`config.mk`:
```
export PLATFORM = sky130hd
export DESIGN_NAME = grid_fault_qualifier_top
export DESIGN_NICKNAME = d
export VERILOG_FILES = /design/src/rtl/gfq_pkg.sv /design/src/rtl/gfq_eval.sv /design/src/rtl/grid_fault_qualifier_top.sv
export SDC_FILE = /design/constraint.sdc
export NUM_CORES = 1
export LEC_CHECK = 0
export BUFFER_PORTS_ARGS = -buffer_cell sky130_fd_sc_hd__buf_2
export CAP_MARGIN = 30
export CORE_ASPECT_RATIO = 0.8
export CORE_MARGIN = 8
export CORE_UTILIZATION = 53
export DETAILED_ROUTE_END_ITERATION = 6
export PLACE_DENSITY = 0.76
export SLEW_MARGIN = 10
export SYNTH_ARGS = -nofsm -noshare
export SYNTH_HDL_FRONTEND = slang
export SYNTH_HIERARCHICAL = 1
export SYNTH_SLANG_ARGS = --single-unit
```
`constraint.sdc`:
```
create_clock -name clock -period 4.35 [get_ports clock]
set_input_delay 0.435 -clock clock [delete_from_list [all_inputs] [get_ports clock]]
set_output_delay 0.435 -clock clock [all_outputs]
set_load 0.05 [all_outputs]
```
`src/rtl/gfq_pkg.sv`:
```
// Shared types, constants and codes for the grid fault qualifier.
// No dependencies; imported by gfq_eval and grid_fault_qualifier_top.
package gfq_pkg;

   localparam int SAMPLE_BITS = 12;
   localparam int CSR_IDX_BITS = 3;
   localparam int CNT_BITS = 4;
   localparam int FQ_CNT_BITS = 3;

   localparam logic [CNT_BITS-1:0] VOLT_LIMIT_STARTUP = 4'd2;
   localparam logic [CNT_BITS-1:0] VOLT_LIMIT_RUNNING = 4'd10;
   localparam logic [CNT_BITS-1:0] FREQ_LIMIT = 4'd5;

   typedef enum logic [1:0] {
      MODE_STARTUP = 2'd0,
      MODE_RAMPUP  = 2'd1,
      MODE_RUNNING = 2'd2,
      MODE_OTHER   = 2'd3
   } mode_type;

   typedef enum logic [2:0] {
      ERR_NONE      = 3'd0,
      ERR_VOLT_LOW  = 3'd1,
      ERR_VOLT_HIGH = 3'd2,
      ERR_FREQ      = 3'd3,
      ERR_CURR_HIGH = 3'd4,
      ERR_MEASURE   = 3'd5
   } err_type;

   localparam logic [CSR_IDX_BITS-1:0] CSR_UNDERVOLT  = 3'd0;
   localparam logic [CSR_IDX_BITS-1:0] CSR_OVERVOLT   = 3'd1;
   localparam logic [CSR_IDX_BITS-1:0] CSR_FREQ_LOW   = 3'd2;
   localparam logic [CSR_IDX_BITS-1:0] CSR_FREQ_HIGH  = 3'd3;
   localparam logic [CSR_IDX_BITS-1:0] CSR_OVERCURR   = 3'd4;
   localparam logic [CSR_IDX_BITS-1:0] CSR_MEASURE    = 3'd5;

   typedef logic [SAMPLE_BITS-1:0] sample_type;

   typedef struct packed {
      mode_type   mode;
      logic       settled;
      sample_type volt_r;
      sample_type volt_y;
      sample_type volt_b;
      sample_type curr_r;
      sample_type curr_y;
      sample_type curr_b;
      sample_type grid_freq;
   } tick_type;

   typedef struct packed {
      sample_type undervolt;
      sample_type overvolt;
      sample_type freq_low;
      sample_type freq_high;
      sample_type overcurrent;
      sample_type measure;
   } limits_type;

   typedef struct packed {
      logic [CNT_BITS-1:0]    uv_cnt;
      logic [CNT_BITS-1:0]    ov_cnt;
      logic [FQ_CNT_BITS-1:0] fq_cnt;
      logic                   uv_flag;
      logic                   ov_flag;
      logic                   fq_flag;
      logic                   oc_flag;
      err_type                err;
   } qual_state_type;

endpackage

```
`src/rtl/gfq_eval.sv`:
```
// Next-state logic for one tick: threshold compares, persistence counters,
// fault flags and last error code. Depends on gfq_pkg.
module gfq_eval (
   input  gfq_pkg::tick_type       tick,
   input  gfq_pkg::limits_type     limits,
   input  gfq_pkg::qual_state_type state_cur,
   output gfq_pkg::qual_state_type state_nxt
);
   import gfq_pkg::*;

   // returns {trip, next count}
   function automatic logic [CNT_BITS:0] persist(input logic cond,
                                                 input logic [CNT_BITS-1:0] cnt,
                                                 input logic [CNT_BITS-1:0] lim);
      logic [CNT_BITS:0] inc;
      begin
         inc = {1'b0, cnt} + {{CNT_BITS{1'b0}}, 1'b1};
         if (!cond) begin
            persist = '0;
         end else if (inc >= {1'b0, lim}) begin
            persist = {1'b1, {CNT_BITS{1'b0}}};
         end else begin
            persist = {1'b0, inc[CNT_BITS-1:0]};
         end
      end
   endfunction

   logic              is_startup;
   logic              run_volt;
   logic              run_curr;
   logic [CNT_BITS-1:0] volt_lim;
   sample_type        curr_lim;
   logic              uv_cond;
   logic              ov_cond;
   logic              fq_cond;
   logic              oc_hit;
   logic [CNT_BITS:0] uv_res;
   logic [CNT_BITS:0] ov_res;
   logic [CNT_BITS:0] fq_res;

   always_comb begin
      is_startup = (tick.mode == MODE_STARTUP);
      run_volt = is_startup || (tick.mode == MODE_RUNNING && tick.settled);
      run_curr = run_volt || (tick.mode == MODE_RAMPUP && tick.settled);
      volt_lim = is_startup ? VOLT_LIMIT_STARTUP : VOLT_LIMIT_RUNNING;
      curr_lim = is_startup ? limits.measure : limits.overcurrent;

      uv_cond = tick.volt_r <= limits.undervolt || tick.volt_y <= limits.undervolt ||
                tick.volt_b <= limits.undervolt;
      ov_cond = tick.volt_r >= limits.overvolt || tick.volt_y >= limits.overvolt ||
                tick.volt_b >= limits.overvolt;
      fq_cond = tick.grid_freq <= limits.freq_low || tick.grid_freq >= limits.freq_high;
      oc_hit  = tick.curr_r >= curr_lim || tick.curr_y >= curr_lim ||
                tick.curr_b >= curr_lim;

      uv_res = persist(uv_cond, state_cur.uv_cnt, volt_lim);
      ov_res = persist(ov_cond, state_cur.ov_cnt, volt_lim);
      fq_res = persist(fq_cond, {1'b0, state_cur.fq_cnt}, FREQ_LIMIT);
   end

   always_comb begin
      state_nxt = state_cur;
      if (run_curr) begin
         state_nxt.oc_flag = oc_hit;
         if (oc_hit && !is_startup) begin
            state_nxt.err = ERR_CURR_HIGH;
         end
      end
      if (run_volt) begin
         state_nxt.uv_cnt  = uv_res[CNT_BITS-1:0];
         state_nxt.uv_flag = uv_res[CNT_BITS];
         state_nxt.ov_cnt  = ov_res[CNT_BITS-1:0];
         state_nxt.ov_flag = ov_res[CNT_BITS];
         state_nxt.fq_cnt  = fq_res[FQ_CNT_BITS-1:0];
         state_nxt.fq_flag = fq_res[CNT_BITS];
         if (uv_res[CNT_BITS]) begin
            state_nxt.err = ERR_VOLT_LOW;
         end
         if (ov_res[CNT_BITS]) begin
            state_nxt.err = ERR_VOLT_HIGH;
         end
         if (fq_res[CNT_BITS]) begin
            state_nxt.err = ERR_FREQ;
         end
      end
      if (is_startup && oc_hit) begin
         state_nxt.err = ERR_MEASURE;
      end
   end

endmodule

```
`src/rtl/grid_fault_qualifier_top.sv`:
```
// Grid fault qualifier top level: input register, limit registers, qualifier
// state and result word. Depends on gfq_pkg and gfq_eval.
// An accepted word waits in the input register until the result word is free, then updates the state.
// Throughput: one word per cycle while rsp_stall is low; state updates in one pass of gfq_eval.
// Reset: synchronous; counters, flags and last error clear, limits take
// their defaults (low limits 0, high limits 4095), no word is held.
module grid_fault_qualifier_top (
   input  logic                            clock,
   input  logic                            reset,
   input  logic                            req_valid,
   output logic                            req_stall,
   input  logic [1:0]                      req_mode,
   input  logic                            req_settled,
   input  logic [gfq_pkg::SAMPLE_BITS-1:0] req_volt_r,
   input  logic [gfq_pkg::SAMPLE_BITS-1:0] req_volt_y,
   input  logic [gfq_pkg::SAMPLE_BITS-1:0] req_volt_b,
   input  logic [gfq_pkg::SAMPLE_BITS-1:0] req_curr_r,
   input  logic [gfq_pkg::SAMPLE_BITS-1:0] req_curr_y,
   input  logic [gfq_pkg::SAMPLE_BITS-1:0] req_curr_b,
   input  logic [gfq_pkg::SAMPLE_BITS-1:0] req_grid_freq,
   output logic                            rsp_valid,
   input  logic                            rsp_stall,
   output logic                            rsp_undervolt_fault,
   output logic                            rsp_overvolt_fault,
   output logic                            rsp_freq_fault,
   output logic                            rsp_overcurrent_fault,
   output logic [2:0]                      rsp_last_error,
   input  logic                            csr_write_en,
   input  logic [gfq_pkg::CSR_IDX_BITS-1:0] csr_index,
   input  logic [gfq_pkg::SAMPLE_BITS-1:0] csr_wdata
);
   import gfq_pkg::*;

   logic           tick_valid_ff;
   logic           tick_valid_in;
   tick_type       tick_ff;
   logic           rsp_valid_ff;
   logic           rsp_valid_in;
   qual_state_type state_ff;
   qual_state_type state_in;
   limits_type     limits_ff;
   logic           req_take;
   logic           advance;

   assign advance       = tick_valid_ff && (!rsp_valid_ff || !rsp_stall);
   assign req_stall     = tick_valid_ff && !advance;
   assign req_take      = req_valid && !req_stall;
   assign tick_valid_in = req_take || (tick_valid_ff && !advance);
   assign rsp_valid_in  = advance || (rsp_valid_ff && rsp_stall);

   gfq_eval u_eval (
      .tick      (tick_ff),
      .limits    (limits_ff),
      .state_cur (state_ff),
      .state_nxt (state_in)
   );

   always_ff @(posedge clock) begin
      if (reset) begin
         tick_valid_ff <= 1'b0;
         rsp_valid_ff  <= 1'b0;
         state_ff      <= '{default: '0, err: ERR_NONE};
      end else begin
         tick_valid_ff <= tick_valid_in;
         rsp_valid_ff  <= rsp_valid_in;
         if (advance) begin
            state_ff <= state_in;
         end
      end
   end

   always_ff @(posedge clock) begin
      if (req_take) begin
         tick_ff.mode      <= mode_type'(req_mode);
         tick_ff.settled   <= req_settled;
         tick_ff.volt_r    <= req_volt_r;
         tick_ff.volt_y    <= req_volt_y;
         tick_ff.volt_b    <= req_volt_b;
         tick_ff.curr_r    <= req_curr_r;
         tick_ff.curr_y    <= req_curr_y;
         tick_ff.curr_b    <= req_curr_b;
         tick_ff.grid_freq <= req_grid_freq;
      end
   end

   always_ff @(posedge clock) begin
      if (reset) begin
         limits_ff.undervolt   <= '0;
         limits_ff.overvolt    <= '1;
         limits_ff.freq_low    <= '0;
         limits_ff.freq_high   <= '1;
         limits_ff.overcurrent <= '1;
         limits_ff.measure     <= '1;
      end else if (csr_write_en) begin
         case (csr_index)
            CSR_UNDERVOLT: limits_ff.undervolt   <= csr_wdata;
            CSR_OVERVOLT:  limits_ff.overvolt    <= csr_wdata;
            CSR_FREQ_LOW:  limits_ff.freq_low    <= csr_wdata;
            CSR_FREQ_HIGH: limits_ff.freq_high   <= csr_wdata;
            CSR_OVERCURR:  limits_ff.overcurrent <= csr_wdata;
            CSR_MEASURE:   limits_ff.measure     <= csr_wdata;
            default: ;
         endcase
      end
   end

   // flags and error register hold while the result word is stalled
   assign rsp_valid             = rsp_valid_ff;
   assign rsp_undervolt_fault   = state_ff.uv_flag;
   assign rsp_overvolt_fault    = state_ff.ov_flag;
   assign rsp_freq_fault        = state_ff.fq_flag;
   assign rsp_overcurrent_fault = state_ff.oc_flag;
   assign rsp_last_error        = state_ff.err;

endmodule

```
# After elaboration in Yosys (flattened, before gate mapping)
# Cells that the tools add are included.
[totals]
regBits = 179
elab_cells = 99
out_inout_bits = 9
[op_classes]
addsub = 3
n_reduce_logical = 35
mux = 15
n_eq_ne = 7
magnitude_cmp = 14
[ops]
columns = ["cell", "count"]
rows = [
  ["greater-or-equal comparator 12 bit", 7],
  ["less-or-equal comparator 12 bit", 4],
  ["two-way mux 5 bit", 6],
  ["two-way mux 3 bit", 7],
  ["AND reduction 2 bit", 8],
  ["logical OR 1 bit", 12],
  ["two-way mux 12 bit", 1],
  ["adder 4 x 1 -> 5 bit, second input constant", 2],
  ["greater-or-equal comparator 5 x 4 -> 1 bit", 2],
  ["logical AND 1 bit", 8],
  ["equality test 3 x 2 -> 1 bit, second input constant", 2],
  ["equality test 3 bit, second input constant", 2],
  ["greater-or-equal comparator 5 x 3 -> 1 bit, second input constant", 1],
  ["logical NOT 1 bit", 5],
  ["adder 3 x 1 -> 4 bit, second input constant", 1],
  ["two-way mux 4 bit", 1],
  ["equality test 3 x 1 -> 1 bit, second input constant", 1],
  ["logical NOT 3 bit", 1],
  ["equality test 2 x 1 -> 1 bit, second input constant", 1],
  ["equality test 2 bit, second input constant", 1],
  ["logical NOT 2 bit", 1],
]

# Logic depth before layout (Yosys ltp)
# Gate-level depths: netlist of run 1.
[depth]
word_depth = 13
mapped_depth = 15

# Modules after synthesis
# Netlist of run 1, hierarchy kept.
[modules_own_cells]
columns = ["mod", "area_per_inst_um2", "n_inst", "seq_area_each_um2", "cells_per_inst"]
rows = [
  ["grid_fault_qualifier_top", 6304.8, 1, 4454.3, 441],
  ["gfq_eval", 3632.2, 1, 0.0, 465],
]

# Least setup slack after synthesis of run 1
# Ideal clock, no wire load.
[synth_path]
path_kind = "flip-flop to flip-flop"
start = "register rsp_valid_ff (netlist: rsp_valid)"
end = "register tick_ff[0] (netlist bit) (enable)"
period_less_slack_ns = 5.125
setup_slack_ns = -0.775
t_arrival_ns = 4.592
path_buffers = 0
path_stages_with_launch = 4
path_cell_list = "dfxtp_1 nand3_1 inv_1 nor2_1"
[synth_between]
elab_chain_len = 7
[synth_lines]
columns = ["element", "line", "source"]
rows = [
  ["start: declaration", "grid_fault_qualifier_top.sv:37", "logic rsp_valid_ff;"],
  ["start signal: assignment", "grid_fault_qualifier_top.sv:65", "rsp_valid_ff <= rsp_valid_in;"],
  ["logical NOT 1 bit", "grid_fault_qualifier_top.sv:45", "assign advance = tick_valid_ff && (!rsp_valid_ff || !rsp_stall);"],
  ["logical OR 1 bit", "grid_fault_qualifier_top.sv:45", ""],
  ["logical AND 1 bit", "grid_fault_qualifier_top.sv:45", ""],
  ["logical NOT 1 bit", "grid_fault_qualifier_top.sv:46", "assign req_stall = tick_valid_ff && !advance;"],
  ["logical AND 1 bit", "grid_fault_qualifier_top.sv:46", ""],
  ["named net req_stall", "grid_fault_qualifier_top.sv:11", "output logic req_stall,"],
  ["logical NOT 1 bit", "grid_fault_qualifier_top.sv:47", "assign req_take = req_valid && !req_stall;"],
  ["logical AND 1 bit", "grid_fault_qualifier_top.sv:47", ""],
  ["named net req_take", "grid_fault_qualifier_top.sv:42", "logic req_take;"],
  ["end: declaration", "grid_fault_qualifier_top.sv:36", "tick_type tick_ff;"],
]
# The timed path passes the listed nets, and every way through them passes these cells.
# A chain may end at the register's enable or synchronous reset.

==> results.yml, run 1 <==
timing:
  hold_ws_ns: 0.169
  timing.setup.tns_ns: 0
  fin_crit_sh_pct: 81.7
  finalHoldViolCount: 0
  slew_headroom_pct: 37.7
  fmax_mhz: 281
  skew_ns: 0.00991
  period_needed_ns: 3.55
  rsz0062_at_grt: "no"
  finalSetupViolCount: 0
  worst_slew_pin_slew_ns: 0.929
  report.final.slew_viol_count: 0
  worst_slack_ns: 0.797
route:
  routedWlPerCell_um: 16.7
  route.antenna.remaining_nets: 0
  via_per_inst: 5.40
  drc_errors: 0
  drt_pre_antenna_iters: 5
  drtIter0Drc: 492
  wirelength_um: 21400
  vias: 6938
pwr:
  seqPwrFrac_pct: 50.5
  p_int_mw: 2.78
  combinationalPowerShare_pct: 10.1
  vdd_drop_max_v: 0.000245
  p_leak_nw: 5.15
  p_switching_mw: 0.947
  power_frac_clock_pct: 39.4
  p_sw_share_pct: 25.4
  pwr_density_cell_nw_per_um2: 329
  fin_total_pwr_mw: 3.72
floorplan:
  rows: 44
  dieWidth_um: 169
  core_area_um2: 18300
  die_area_um2: 23400
  die_h_um: 138
  io_pins: 116
  start_util_pct: 54.4
layout:
  filler_cell_count: 1531
  fin_util_pct: 61.9
  area_growth_pct: 13.8
  layout_commonest_cell: "ha_1"
  seqCellArea_um2: 4450
  antenna_cells: 0
  drive_gt1_share_pct: 16.1
  stdcell_area_um2: 11300
  multi_input_area_um2: 5070
  stdcell_count: 1285
  nets: 1263
  layout_common_cells: "137 x ha_1, 115 x buf_2, 101 x mux2i_1, 92 x dfxtp_1, 87 x edfxtp_1"
clock_network:
  post-cts-setup-buffer-count: 0
  clock-sinks: 179
  insertion_delay_ns: 0.43
  cts_buffers: 17
  ctsHoldBuffers: 0
  cts_tree: "done"
  postCtsResizedCells: 0
  clockBufferDepth: 2
  cts.clk_slew.worst_paths_ns: 0.07
  htree_levels: 4
  cts_root_buf: "clkbuf_16"
synthesis:
  synth_warnings: 6
  synth_top_family_by_area: "adder cells"
  ys_ff_latch: 179
  synth-xor-area-share_pct: 0.441
  synth-compound-area-share_pct: 8.29
  synthCells: 906
  synth_fa_ha_area_share_pct: 17.5
  synthMuxAreaShare_pct: 10.6
  synth_ff_type: "dfxtp_1"
  synth-edff-count: 87
  syn_nets: 1150
  yosysSeqAreaShare_pct: 44.8
  synthTopCellsByArea: "edfxtp_1 26%, dfxtp_1 19%, ha_1 17%"
  syn_area_um2: 9940
  yosys.area_share.simple_pct: 14.1
  synth_top_area_cell: "edfxtp_1"
  synth_top_area_share_pct: 26.3
  synth_area_per_cell_um2: 11.0
  yosys.cell_types.count: 55
  async_reset_ff_share_pct: 0
worst_setup_path:
  path_class: "flip-flop to flip-flop"
  cp_top_family: "compound AO/OA/AOI/OAI gates"
  slowest_delay_ns: 0.54
  critPathRequiredTime_ns: 4.66
  worstPathArrival_ns: 3.86
  r2r_slack_ns: 0.80
  critPathMostFrequentCell: "mux2i_1"
  crit_buf_inv: 0
  crit_path_top_delay_cell: "edfxtp_1"
  endpoint_kind: "flip-flop"
  path_cells: "nor2_8 -> mux2i_1 -> ha_1 -> a211o_1 -> a31oi_1 -> o21ai_0 -> o221ai_1 -> a21oi_1 -> nor4_4 -> o21bai_1 -> a31o_1 -> nand2b_1 -> mux2i_1"
  start_kind: "flip-flop"
  crit_fanout: 15
grt:
  grt_util_all_layers_pct: 18.8
  gr-total-overflow: 0
  grt_pass1_vias: 6893
  grt_max_degree: 76
  antenna_found_initial: 0
  grt_pass1_wl_um: 35100
place:
  gp_congestion: 0.893
  port_buffers: 115
  placed_area_um2: 10700
  dpl.hpwl_um: 16500
  place_ws_ns: 0.823
  dpl.cell_count: 1251
status:
  status: "finished clean"
flow_run:
  drv_cap: 0
min_path:
  min_path_type: "input port to flip-flop"
## power groups by stage
stage	clock network [mW]	logic, mW	registers (mW)
floorplan	0	0.247	1.90
global placement	0	0.357	1.92
detailed placement	0	0.372	1.92
CTS	1.50	0.375	1.88
global route	1.56	0.426	1.89
finish	1.46	0.377	1.88
## layer usage
layer | track usage [%] | wire length (um) | up-vias
li1 | - | - | 3504
met3 | 4.89 | 1240 | 17
met5 | 0 | 0 | -
met1 | 26.4 | 10700 | 3232
met4 | 4.97 | 278 | 0
met2 | 28.1 | 9240 | 185
## cells by family after synthesis
group | after synthesis
flip-flops | 179
XOR/XNOR | 5
adder cells (fa/ha/maj) | 139
buffers and inverters | 94
AND/OR/NAND/NOR | 257
multiplexers | 104
AO/OA/AOI/OAI | 128
## cells in the mapped netlist, types with 2 or more instances
cell type  number
dfxtp_1        92
nand2b_1       84
o21ai_0        27
a211oi_1        7
buf_6           4
nand4_1        16
buf_4           9
a21oi_1        32
clkbuf_1        8
maj3_2          2
nand4bb_1       3
buf_2           8
ha_1          137
nor2_1         78
a31oi_1         8
nand2_1        25
a211o_1         5
o2111ai_1       3
o22ai_1         4
mux2i_1       101
xor2_1          2
edfxtp_1       87
o21bai_1        2
nor2b_1         5
a21o_1         13
nor4_1          5
xnor2_1         3
inv_1          64
mux2_2          2
nor3_1         13
nand3b_1        3
o31ai_1         2
o211ai_1        7
nand4b_1        2
o21a_1          7
and4_1          2
nand3_1        16
## state kept, by name, indices dropped and copies added, names as in the netlist
name and cells:
tick_ff 87, limits_ff 72, state_ff 11, rsp_last_error 3
rsp_freq_fault 1, rsp_overcurrent_fault 1, rsp_overvolt_fault 1, rsp_undervolt_fault 1
rsp_valid 1, tick_valid_ff 1
## final cells by class
| type | instances | area share (%) |
|---|---|---|
| flip-flops and latches | 179 | 39.4 |
| clock buffers | 19 | 3.92 |
| clock inverters | 13 | 0.973 |
| multi-input cells | 633 | 44.8 |
| well taps | 253 | 2.80 |
| inverters | 64 | 2.12 |
| repair buffers | 124 | 6.01 |
## path summary, 6_finish.rpt
path / start / end / cells after the start
worst max register to register: tick_ff[85] / rsp_last_error[2] / 13
worst min register to register: limits_ff[67] / limits_ff[67] / 2
worst max-delay path: tick_ff[85] / rsp_last_error[2] / 13
worst min-delay path: req_volt_y[4] / tick_ff[64] / 1
(Power assumes the default switching activity.)
==> run 2, diff against run 1 <==
Clock period 4.35 ns to 2.9 ns, I/O delays scaled along.
==> run 2 against run 1 <==
Net effect: the run now ends with setup timing left; clock skew fell by 0.00071 ns; critical path depth grew 1; worst setup slack got worse by 0.96 ns; wire length grew 5.4%; clock power is 64% higher; core utilization up 1.9 points; first-iteration DRC count is 5.3% higher; die area did not move; sequential cell count stayed put.
==> results.yml, run 2 (same netlist as run 1, synthesis figures left out) <==
status:
  status: "complete, but fails checks"
  violations: "setup timing"
clock_network:
  cts_buffers: 17
  htree_levels: 4
  clockBufferDepth: 2
  cts.clk_slew.worst_paths_ns: 0.07
  ctsHoldBuffers: 0
  cts_tree: "done"
  cts_root_buf: "clkbuf_16"
  clock-sinks: 179
  insertion_delay_ns: 0.43
floorplan:
  dieWidth_um: 169
  rows: 44
  die_area_um2: 23400
  io_pins: 116
  start_util_pct: 54.4
  core_area_um2: 18300
  die_h_um: 138
worst_setup_path:
  rr_startpoint: "tick_ff[86]"
  crit_buf_inv: 1
  cp-startpoint: "tick_ff[86]"
  crit_fanout: 6
  endpoint_kind: "flip-flop"
  path_cells: "nor2_8 -> mux2i_4 -> ha_4 -> a211o_1 -> a31oi_1 -> o21ai_2 -> o221ai_2 -> a21oi_2 -> nor4_4 -> buf_6 -> nand2b_1 -> o2111ai_2 -> nand2b_1 -> mux2i_1"
  critPathMostFrequentCell: "nand2b_1"
  critPathRequiredTime_ns: 3.20
  path_class: "flip-flop to flip-flop"
  worstPathArrival_ns: 3.36
  crit_path_top_delay_cell: "edfxtp_1"
  slowest_delay_ns: 0.49
  cp_top_family: "compound AO/OA/AOI/OAI gates"
  start_kind: "flip-flop"
timing:
  hold_ws_ns: 0.0318
  report.final.slew_viol_count: 0
  fmax_mhz: 327
  period_needed_ns: 3.06
  skew_ns: 0.00920
  finalHoldViolCount: 0
  finalSetupViolCount: 4
  worst_slack_ns: -0.163
  rsz0062_at_grt: "yes"
  worst_slew_pin_slew_ns: 0.886
  fin_crit_sh_pct: 106
  slew_headroom_pct: 40.6
route:
  drt_pre_antenna_iters: 5
  drtIter0Drc: 518
  routedWlPerCell_um: 17.4
  via_per_inst: 5.48
  vias: 7135
  wirelength_um: 22600
  drc_errors: 0
  route.antenna.remaining_nets: 0
pwr:
  fin_total_pwr_mw: 5.83
  seqPwrFrac_pct: 48.5
  p_leak_nw: 5.28
  pwr_density_cell_nw_per_um2: 500
  p_switching_mw: 1.43
  p_int_mw: 4.40
  p_sw_share_pct: 24.4
  power_frac_clock_pct: 41.0
  combinationalPowerShare_pct: 10.5
  vdd_drop_max_v: 0.000333
place:
  dpl.hpwl_um: 17200
  dpl.cell_count: 1269
  gp_congestion: 0.899
  port_buffers: 115
  placed_area_um2: 10900
layout:
  layout_commonest_cell: "ha_1"
  fin_util_pct: 63.8
  largest_reg_flops: 87
  largestRegisters: "tick_ff x87, limits_ff x72, state_ff x11"
  stdcell_area_um2: 11700
  regMostFlops: "tick_ff"
  area_growth_pct: 17.4
  antenna_cells: 0
  drive_gt1_share_pct: 19.8
  stdcell_count: 1303
  nets: 1281
  filler_cell_count: 1480
  layout_common_cells: "135 x ha_1, 115 x buf_2, 93 x mux2i_1, 92 x dfxtp_1, 87 x edfxtp_1"
grt:
  grt_max_degree: 88
  grt_pass1_vias: 7226
  grt_util_all_layers_pct: 19.3
  gr-total-overflow: 0
  antenna_found_initial: 1
  grt_pass1_wl_um: 36400
min_path:
  min_path_type: "input port to flip-flop"
  holdCritStartpoint: "req_volt_b[7]"
flow_run:
  drv_cap: 0
[run 2: routing by layer]
metal,track usage (%),wire (um),vias to the layer above,share of wire (%)
met3,5.06,1210,28,5.4
met2,29.3,10200,157,45
met4,6.28,403,2,1.8
li1,-,-,3544,-
met1,26.2,10800,3404,48
met5,0,13,-,0.057
[run 2: through the flow]
step	worst slack, ns	setup TNS (ns)
5_1_grt	-0.334	-1.40
2_1_floorplan	-0.0621	-0.191
3_5_place_dp	-0.184	-0.685
6_report	-0.163	-0.542
4_1_cts	-0.0845	-0.265
3_3_place_gp	-0.0858	-0.286
[run 2: power by group through the flow]
stage	Clock [mW]	Sequential, mW	Combinational (mW)
detailed placement	0	2.88	0.583
floorplan	0	2.86	0.378
finish	2.39	2.83	0.614
global placement	0	2.88	0.560
global route	2.55	2.83	0.683
CTS	2.44	2.82	0.594
[run 2: path summary, 6_finish.rpt]
kind,to,slack [ns],depth (start not counted)
setup reg to reg,rsp_last_error[0],-0.16,14
hold / removal,tick_ff[55],0.03,1
setup / recovery,rsp_last_error[0],-0.16,14
hold reg to reg,limits_ff[61],0.48,2
[run 2: worst reg2reg max path, stage by stage (launching register included)]
cell and delay [ns]:
edfxtp_1 0.49, nor2_8 0.24, mux2i_4 0.33, ha_4 0.25
a211o_1 0.26, a31oi_1 0.22, o21ai_2 0.13, o221ai_2 0.17
a21oi_2 0.07, nor4_4 0.25, buf_6 0.18, nand2b_1 0.12
o2111ai_2 0.10, nand2b_1 0.08, mux2i_1 0.06
[run 2: area by class of cell]
cell class	instances	area (um^2)	share of cell area [%]
sequential	179	4450	38.2
clock inverter	15	179	1.53
clock buffer	17	425	3.65
inverter	64	240	2.06
tap	253	317	2.71
timing repair buffer	142	806	6.91
multi-input combinational	633	5250	45.0
[run 2: repair_timing]
item                       CTS  global route
gates resized for setup     13            23
setup endpoints to repair    4             7
buffers inserted             1             1
pin swaps                    9             9
==> run 3, diff against run 2 <==
Settings changed: CAP_MARGIN 30 to unset, PLACE_DENSITY 0.76 to unset, PLACE_DENSITY_LB_ADDON set to 0.08.
==> run 3 against run 2 <==
Net effect: the run still ends with setup timing left; cell area is 1.1% higher; critical path depth rose by 2; worst setup slack worse by 0.013 ns; combinational power up 2%; first-iteration DRC count fell by 8.5%; clock power is 8.4% lower; critical path type unchanged; critical endpoint is now rsp_last_error[2]; highest routed layer is now met4.
==> results.yml, run 3 (same netlist as run 1, synthesis figures left out) <==
route:
  wl_met2_um: 9650
  m1WireLength_um: 11000
  drc_errors: 0
  route.antenna.remaining_nets: 0
  drt_pre_antenna_iters: 5
  top_layer_used: "met4"
  routedWlPerCell_um: 16.7
  wl_met3_um: 1150
  wirelength_um: 21900
  drtIter0Drc: 474
  via_per_inst: 5.30
  vias: 6972
layout:
  regMostFlops: "tick_ff"
  filler_cell_count: 1496
  fin_util_pct: 64.5
  stdcell_count: 1316
  stdcell_area_um2: 11800
  area_growth_pct: 18.6
  layout_commonest_cell: "ha_1"
  largest_reg_flops: 87
  largestRegisters: "tick_ff x87, limits_ff x72, state_ff x11"
  nets: 1293
  drive_gt1_share_pct: 21.3
  layout_common_cells: "132 x ha_1, 115 x buf_2, 96 x mux2i_1, 92 x dfxtp_1, 87 x edfxtp_1"
place:
  dpl.cell_count: 1271
  placed_area_um2: 10900
  dpl.hpwl_um: 16700
  gp_congestion: 0.892
  port_buffers: 115
floorplan:
  rows: 44
  io_pins: 116
  die_area_um2: 23400
  dieWidth_um: 169
  die_h_um: 138
  start_util_pct: 54.4
  core_area_um2: 18300
timing:
  report.final.slew_viol_count: 0
  skew_ns: 0.00863
  fin_crit_sh_pct: 106
  fmax_mhz: 325
  worst_slack_ns: -0.176
  period_needed_ns: 3.08
  timing.setup.tns_ns: -0.609
  rsz0062_at_grt: "yes"
  slew_headroom_pct: 33.6
  finalSetupViolCount: 4
  worst_slew_pin_slew_ns: 0.992
  finalHoldViolCount: 0
clock_network:
  cts.clk_slew.worst_paths_ns: 0.07
  clockBufferDepth: 2
  htree_levels: 4
  clock-sinks: 179
  cts_buffers: 17
  insertion_delay_ns: 0.43
  cts_tree: "done"
  ctsHoldBuffers: 0
  cts_root_buf: "clkbuf_16"
grt:
  gr-total-overflow: 0
  grt_pass1_wl_um: 35900
  grt_pass1_vias: 6968
  grt_util_all_layers_pct: 19.1
  grt_max_degree: 75
  antenna_found_initial: 1
min_path:
  min_path_type: "input port to flip-flop"
worst_setup_path:
  path_class: "flip-flop to flip-flop"
  crit_fanout: 6
  start_kind: "flip-flop"
  worstPathArrival_ns: 3.38
  endpoint_kind: "flip-flop"
  critPathRequiredTime_ns: 3.21
pwr:
  p_leak_nw: 5.33
  vdd_drop_max_v: 0.000417
  pwr_density_cell_nw_per_um2: 479
  fin_total_pwr_mw: 5.64
status:
  violations: "setup timing"
  status: "complete, but fails checks"
flow_run:
  drv_cap: 0
[run 3: per-stage QoR]
stage | hold WS, ns | setup WS, ns
floorplan | 0.389 | -0.0621
global placement | 0.463 | -0.115
detailed placement | 0.462 | -0.273
CTS | 0.00930 | -0.0999
global route | 0.00395 | -0.328
finish | 0.0289 | -0.176
[run 3: power by group]
part           switching (mW)  internal (mW)
registers              0.0638           2.76
clock network            1.01           1.19
logic                   0.334          0.294
[run 3: worst paths after layout]
check / startpoint / end / slack (ns) / depth (start not counted)
min: req_volt_y[5] / tick_ff[65] / 0.03 / 1
min reg2reg: limits_ff[61] / limits_ff[61] / 0.48 / 2
max: tick_ff[86] / rsp_last_error[2] / -0.18 / 16
max reg2reg: tick_ff[86] / rsp_last_error[2] / -0.18 / 16
[run 3: final cells by class]
cell class,count,area [um^2],share of cell area [%]
multi-input combinational,633,5290,44.9
sequential,179,4450,37.8
timing repair buffer,154,928,7.88
clock buffer,17,425,3.61
tap,253,317,2.69
inverter,64,240,2.04
clock inverter,15,131,1.11
antenna,1,2.50,0.0212
[run 3: layer usage]
layer  up-vias  GRT usage, %
met3        15          4.32
met5         -             0
met4         0          5.02
li1       3570             -
met2       149          28.2
met1      3238          27.6
[run 3: timing repair]
item / CTS / global route
buffers inserted: 7 / 5
resized for setup: 16 / 26
pin swaps: 9 / 15
setup endpoints to repair: 4 / 10
[run 3: worst max-delay path, stage by stage, from the launching register on]
cell and delay, ns:
edfxtp_1 0.47, nor2_8 0.21, buf_6 0.13, buf_4 0.10
mux2_4 0.31, ha_1 0.28, nand2b_4 0.15, a31oi_4 0.16
o21ai_2 0.10, o221ai_2 0.15, a21oi_2 0.07, nor4_4 0.29
buf_6 0.17, o21bai_1 0.06, a31o_1 0.17, nand2b_1 0.06
mux2i_1 0.06
